### src/hdl/hecm_pkg.sv
package hecm_pkg;

  // Event codes that can close a pending command.
  localparam logic [7:0] EVT_CMD_COMPLETE = 8'h0E;
  localparam logic [7:0] EVT_CMD_STATUS   = 8'h0F;

  // Header offsets, counted from the event code byte.
  localparam int unsigned POS_W = 9;
  localparam logic [POS_W-1:0] POS_CODE   = POS_W'(0);
  localparam logic [POS_W-1:0] POS_LENGTH = POS_W'(1);
  localparam logic [POS_W-1:0] POS_FIRST  = POS_W'(2);
  localparam logic [POS_W-1:0] POS_CHECK  = POS_W'(5);

  // Kind of each result transfer, carried on tuser.
  typedef enum logic [1:0] {
    VERDICT_RETURN   = 2'd0,
    VERDICT_REJECTED = 2'd1,
    VERDICT_FAILED   = 2'd2,
    VERDICT_ASYNC    = 2'd3
  } verdict_t;

  // One result transfer.
  typedef struct packed {
    verdict_t   verdict;
    logic [7:0] data_byte;
    logic       last;
  } result_t;

endpackage

### src/hdl/hci_event_completion_matcher.sv
// Channel  | Direction | Signals                        | Content
// in       | slave     | in_tvalid/in_tready/in_tdata   | one HCI event byte per transfer
// out      | master    | out_tvalid/out_tready/out_tdata| verdict on tuser, byte on tdata,
//          |           | out_tuser/out_tlast            | end of packet result on tlast
// cfg      | write     | cfg_we/cfg_wdata               | awaited command opcode
//
// One byte is taken every cycle while in_tready is high; results are registered.
// The framing state is updated in the same cycle the byte is accepted, so the
// packet parser itself never stalls; only the two-entry output buffer does.
// in_tready drops only while both output buffer entries hold results.
// Reset (rst_n low, synchronous) returns to the start of a packet, clears the
// output buffer and sets the awaited opcode to zero.
module hci_event_completion_matcher
  import hecm_pkg::*;
(
  input  logic        clk,
  input  logic        rst_n,
  // Configuration write port.
  input  logic        cfg_we,
  input  logic [15:0] cfg_wdata,
  // Input stream.
  input  logic        in_tvalid,
  output logic        in_tready,
  input  logic [7:0]  in_tdata,   // [7:0] event_byte
  // Result stream.
  output logic        out_tvalid,
  input  logic        out_tready,
  output logic [7:0]  out_tdata,  // [7:0] data_byte
  output logic [1:0]  out_tuser,  // [1:0] verdict
  output logic        out_tlast
);

  logic [15:0]      opcode_r;
  logic [POS_W-1:0] pos_r, pos_nxt;
  logic [7:0]       len_r, len_nxt;
  logic [7:0]       code_r, code_nxt;
  logic             matched_r, matched_nxt;
  logic [7:0]       hdr_r [4];

  logic             accept;
  logic [7:0]       in_byte;
  logic             fin;
  logic             res_valid;
  result_t          res;
  logic [15:0]      opc_complete;
  logic [15:0]      opc_status;

  logic             out_valid_r, out_valid_nxt;
  logic             skid_valid_r, skid_valid_nxt;
  result_t          out_r, out_nxt;
  result_t          skid_r, skid_nxt;
  logic             pop;

  assign accept  = in_tvalid && in_tready;
  assign in_byte = in_tdata;
  assign fin     = (pos_r == (POS_W'(len_r) + POS_W'(1)));

  // The byte that completes the opcode check sees the earlier header bytes.
  assign opc_complete = {hdr_r[2], hdr_r[1]};
  assign opc_status   = {in_byte, hdr_r[2]};

  // Packet framing and verdict for the byte being accepted.
  always_comb begin
    pos_nxt     = pos_r;
    len_nxt     = len_r;
    code_nxt    = code_r;
    matched_nxt = matched_r;
    res_valid   = 1'b0;
    res         = '{verdict: VERDICT_ASYNC, data_byte: code_r, last: 1'b1};
    if (pos_r == POS_CODE) begin
      code_nxt    = in_byte;
      matched_nxt = 1'b0;
      pos_nxt     = POS_LENGTH;
    end else if (pos_r == POS_LENGTH) begin
      len_nxt = in_byte;
      if (in_byte == 8'd0) begin
        res_valid = 1'b1;
        pos_nxt   = POS_CODE;
      end else begin
        pos_nxt = POS_FIRST;
      end
    end else begin
      if (pos_r == POS_CHECK) begin
        if (code_r == EVT_CMD_COMPLETE && opc_complete == opcode_r) begin
          matched_nxt = 1'b1;
          res_valid   = 1'b1;
          res.data_byte = in_byte;
          if (in_byte == 8'd0) begin
            res.verdict = VERDICT_RETURN;
            res.last    = fin;
          end else begin
            res.verdict = VERDICT_REJECTED;
          end
        end else if (code_r == EVT_CMD_STATUS && opc_status == opcode_r &&
                     hdr_r[0] != 8'd0) begin
          matched_nxt   = 1'b1;
          res_valid     = 1'b1;
          res.verdict   = VERDICT_FAILED;
          res.data_byte = hdr_r[0];
        end else begin
          res_valid = fin;
        end
      end else if (matched_r) begin
        // Return bytes stream only after a successful Command Complete.
        if (code_r == EVT_CMD_COMPLETE && hdr_r[3] == 8'd0) begin
          res_valid     = 1'b1;
          res.verdict   = VERDICT_RETURN;
          res.data_byte = in_byte;
          res.last      = fin;
        end
      end else begin
        res_valid = fin;
      end
      pos_nxt = fin ? POS_CODE : pos_r + POS_W'(1);
    end
  end

  // Framing state registers.
  always_ff @(posedge clk) begin
    if (!rst_n) begin
      pos_r     <= POS_CODE;
      len_r     <= 8'd0;
      code_r    <= 8'd0;
      matched_r <= 1'b0;
    end else if (accept) begin
      pos_r     <= pos_nxt;
      len_r     <= len_nxt;
      code_r    <= code_nxt;
      matched_r <= matched_nxt;
    end
  end

  // Header bytes two through five are kept for the opcode and status check.
  always_ff @(posedge clk) begin
    if (accept && pos_r >= POS_FIRST && pos_r <= POS_CHECK) begin
      hdr_r[2'(pos_r - POS_FIRST)] <= in_byte;
    end
  end

  // Awaited opcode register.
  always_ff @(posedge clk) begin
    if (!rst_n) begin
      opcode_r <= 16'd0;
    end else if (cfg_we) begin
      opcode_r <= cfg_wdata;
    end
  end

  // Two-entry output buffer: out_r is the head, skid_r catches a result
  // produced while the head is stalled.
  assign pop       = out_valid_r && out_tready;
  assign in_tready = !skid_valid_r;

  always_comb begin
    out_valid_nxt  = out_valid_r;
    skid_valid_nxt = skid_valid_r;
    out_nxt        = out_r;
    skid_nxt       = skid_r;
    if (pop) begin
      out_valid_nxt  = skid_valid_r;
      out_nxt        = skid_r;
      skid_valid_nxt = 1'b0;
    end
    if (accept && res_valid) begin
      if (!out_valid_nxt) begin
        out_valid_nxt = 1'b1;
        out_nxt       = res;
      end else begin
        skid_valid_nxt = 1'b1;
        skid_nxt       = res;
      end
    end
  end

  always_ff @(posedge clk) begin
    if (!rst_n) begin
      out_valid_r  <= 1'b0;
      skid_valid_r <= 1'b0;
    end else begin
      out_valid_r  <= out_valid_nxt;
      skid_valid_r <= skid_valid_nxt;
    end
  end

  always_ff @(posedge clk) begin
    out_r  <= out_nxt;
    skid_r <= skid_nxt;
  end

  assign out_tvalid = out_valid_r;
  assign out_tdata  = out_r.data_byte;
  assign out_tuser  = out_r.verdict;
  assign out_tlast  = out_r.last;

endmodule

### config.mk
export PLATFORM = sky130hd
export DESIGN_NAME = hci_event_completion_matcher
export DESIGN_NICKNAME = d
export VERILOG_FILES = /design/src/hdl/hecm_pkg.sv /design/src/hdl/hci_event_completion_matcher.sv
export SDC_FILE = /design/constraint.sdc
export NUM_CORES = 1
export LEC_CHECK = 0
export BUFFER_PORTS_ARGS = -buffer_cell sky130_fd_sc_hd__buf_2
export CAP_MARGIN = 5
export CORE_ASPECT_RATIO = 1.5
export CORE_MARGIN = 4
export CORE_UTILIZATION = 64
export DETAILED_ROUTE_END_ITERATION = 6
export GPL_TIMING_DRIVEN = 0
export PLACE_DENSITY = 0.85
export REMOVE_ABC_BUFFERS = 1
export SLEW_MARGIN = 20
export SYNTH_ARGS = -nofsm -noshare
export SYNTH_HDL_FRONTEND = slang
export SYNTH_SLANG_ARGS = --single-unit
### constraint.sdc
create_clock -name clk -period 9.1 [get_ports clk]
set_input_delay 1.82 -clock clk [delete_from_list [all_inputs] [get_ports clk]]
set_output_delay 1.82 -clock clk [all_outputs]
set_load 0.05 [all_outputs]
==> flow_summary.ini <==
[worst_hold_path]
hold_class = register to register

[sta]
hold_violations = 0
slew_headroom_pct = 26.1
period_needed_ps = 4340
rsz0062_at_grt = false
clock_skew_ps = 9.18
tns_ps = 0
finalSetupViolations = 0
worst_pin_slew_ps = 1100
slew_violations = 0
max_freq_ghz = 0.231
min_period_over_period_pct = 47.6

[route]
drtIter0Drc = 343
first_pass_iters = 5
routed_wirelength_mm = 9.67
drcViolationCount = 0
vias_per_cell = 5.89
ant_nets = 0
post_drt_wl_per_cell_um = 17.3
vias = 3287

[setup_path]
path_cells = buf_2, xnor2_1, nand4_1, nor4_1, nand4_1, nand4_2, a31oi_4, nor2_1
required_ps = 9090
crit_fanout = 12
crit_path_frequent_cell = nand4_1
slowest_stage = nor2_1
max_stage_delay_ps = 740
endpoint_kind = register
crit_path_start_kind = primary input
worstSetupPathType = primary input to register
crit_arrival_ps = 4330
cp_top_family = simple AND/OR/NAND/NOR gates
crit_buf_inv = 1

[clock_network]
cts_tree = built
clockBufferDepth = 2
clk_latency_ps = 360
cts_buffers = 9
root_buffer = clkbuf_8
ctsResizeCount = 0
clkTransAtPathRegs_ps = 90
post_cts_buffers = 0
clkSinkCount = 98
postCtsHoldBufs = 0
h-tree-depth = 3

[yosys]
synth_seq_area_share_pct = 50.9
synth_cell_types = 50
syn_inst = 414
syn_area_um2 = 4700
yosys_warnings = 0
async_flop_share_pct = 0
synth_ff_type = dfxtp_1
synth_edf_count = 43
synth_seq_cells = 98
synth_area_per_cell_um2 = 11.4

[pwr]
p_leak_nw = 1.95
power.density_nw_per_um2 = 206
comb_power_share_pct = 20.7
p_seq_share_pct = 47.5
p_int_mw = 0.776
p_clk_share_pct = 31.8
max-vdd-ir-drop_mv = 0.130
p_sw_mw = 0.302
switching_share_pct = 28.0

[floorplanning]
die_w_um = 78.0
initial_core_util_pct = 65.5
rows = 38
die_area_um2 = 8810
pin_count = 42
die_h_um = 113
core_area_um2 = 7180

[global_route]
grt_pass1_wl_mm = 15.8
antenna_found_initial = 0
grt_max_degree = 41
globalRoute.totalOverflow = 0
grt_pass1_vias = 3375
track_usage_pct = 23.3

[status]
status = finished, final reports clean

[cells_and_area]
syn_to_final_growth_pct = 11.0
num_antenna_cells = 0
nets = 487
stdcell_count = 558
drive_gt1_share_pct = 18.6

[run]
drv_cap = 0

[placement]
gp_congestion = 0.848
dp.cells = 542
hpwl_mm = 6.77
io_buffers = 41
## power by group through the flow
stage | clock network, mW | registers (mW) | logic [mW]
finish | 0.342 | 0.512 | 0.223
CTS | 0.345 | 0.512 | 0.225
floorplan | 0 | 0.595 | 0.0938
detailed placement | 0 | 0.522 | 0.223
global placement | 0 | 0.520 | 0.218
global route | 0.363 | 0.516 | 0.237
## per-layer routing
layer / global-route usage, % / wire (um) / vias up / part of all wire [%]
met1: 27.0 / 3800 / 1584 / 39
met4: 13.0 / 330 / 0 / 3.4
met2: 40.5 / 5110 / 103 / 53
met3: 3.82 / 427 / 28 / 4.4
li1: - / - / 1572 / -
met5: 0 / 0 / - / 0
## final timing paths
check,from,to,slack (ps),depth (start not counted)
max,in_tdata[4],skid_r[3],4760,8
min reg2reg,code_r[4],code_r[4],550,2
max reg2reg,code_r[4],skid_r[3],5400,7
min,code_r[4],code_r[4],550,2
## kinds of logic after synthesis
group / Yosys count / synth area share (%)
simple gates: 155 / 18.5
buf+inv: 17 / 1.70
fa+ha+maj: 6 / 1.54
mux: 54 / 12.9
compound gates: 38 / 5.93
xor+xnor: 46 / 8.56
flops: 98 / 50.9
## cells in the mapped netlist (2+ instances only)
library cell   n  area share, %
nand4b_1       2           0.37
o211a_1        2           0.43
clkbuf_1      12           0.96
nor2b_1       33            4.4
mux2_4        10            3.2
inv_1          4           0.32
nor3_1         7           0.74
ha_1           5            1.3
nand4_1       10            1.3
nand2_1       36            2.9
o211ai_1       4           0.64
or3_1          5           0.66
mux2_2        12            2.9
or4_1          5           0.80
and4_1         2           0.37
a21boi_0       2           0.32
xor2_1        17            3.2
dfxtp_1       55             23
a22oi_1        4           0.64
and4b_1        2           0.43
o21ai_0        4           0.43
nor4_1        10            1.3
xnor2_1       29            5.4
and2_1         5           0.66
edfxtp_1      43             27
a31oi_1        3           0.40
nand3_1       10            1.1
or3_4          2           0.48
o21a_1         3           0.48
a21oi_1        7           0.74
nor2_1        17            1.4
mux2i_1       32            6.8
and3_1         3           0.40
## metrics by stage
step | area [um2] | util (%) | hold slack (ps) | setup slack, ps | power (mW)
after floorplan | 4640 | - | 497 | 5280 | 0.689
after CTS | 5220 | 72.7 | 549 | 4810 | 1.08
final | 5220 | 72.7 | 545 | 4760 | 1.08
after detailed placement | 4970 | 69.2 | 536 | 4410 | 0.745
after global routing | 5220 | 72.7 | 567 | 4530 | 1.12
after global placement | 4970 | 69.2 | 525 | 4460 | 0.738
## cell usage in the layout (no fill, tap or decap), drive strengths merged, types with 7 or more instances in the layout
cell / instances
nor4: 10
dfxtp: 55
nor2: 18
clkbuf: 11
or3: 7
mux2: 22
nand3: 10
mux2i: 32
nand4: 11
nor2b: 33
nand2: 36
buf: 41
nor3: 7
edfxtp: 43
xor2: 17
xnor2: 29
a21oi: 8
## registers in the layout, summed over array words and instances, names as in the netlist
register,flops
skid_valid_r,1
out_tuser,2
pos_r,9
opcode_r,16
hdr_r,32
skid_r,11
out_tvalid,1
len_r,8
out_tdata,8
code_r,8
out_tlast,1
matched_r,1
## layout make-up
class                      instances  area, um2
sequential                        98       2390
fill                             508       1960
inverter                           4       15.0
clock inverter                     5       98.8
clock buffer                      11        153
tap                              100        125
multi-input combinational        299       2230
timing repair buffer              41        205
## worst min-delay path: stages (launching register included)
cell	delay, ps
dfxtp_1	330
mux2i_1	120
nor2b_1	50
Power figures use the tool's default switching activity.
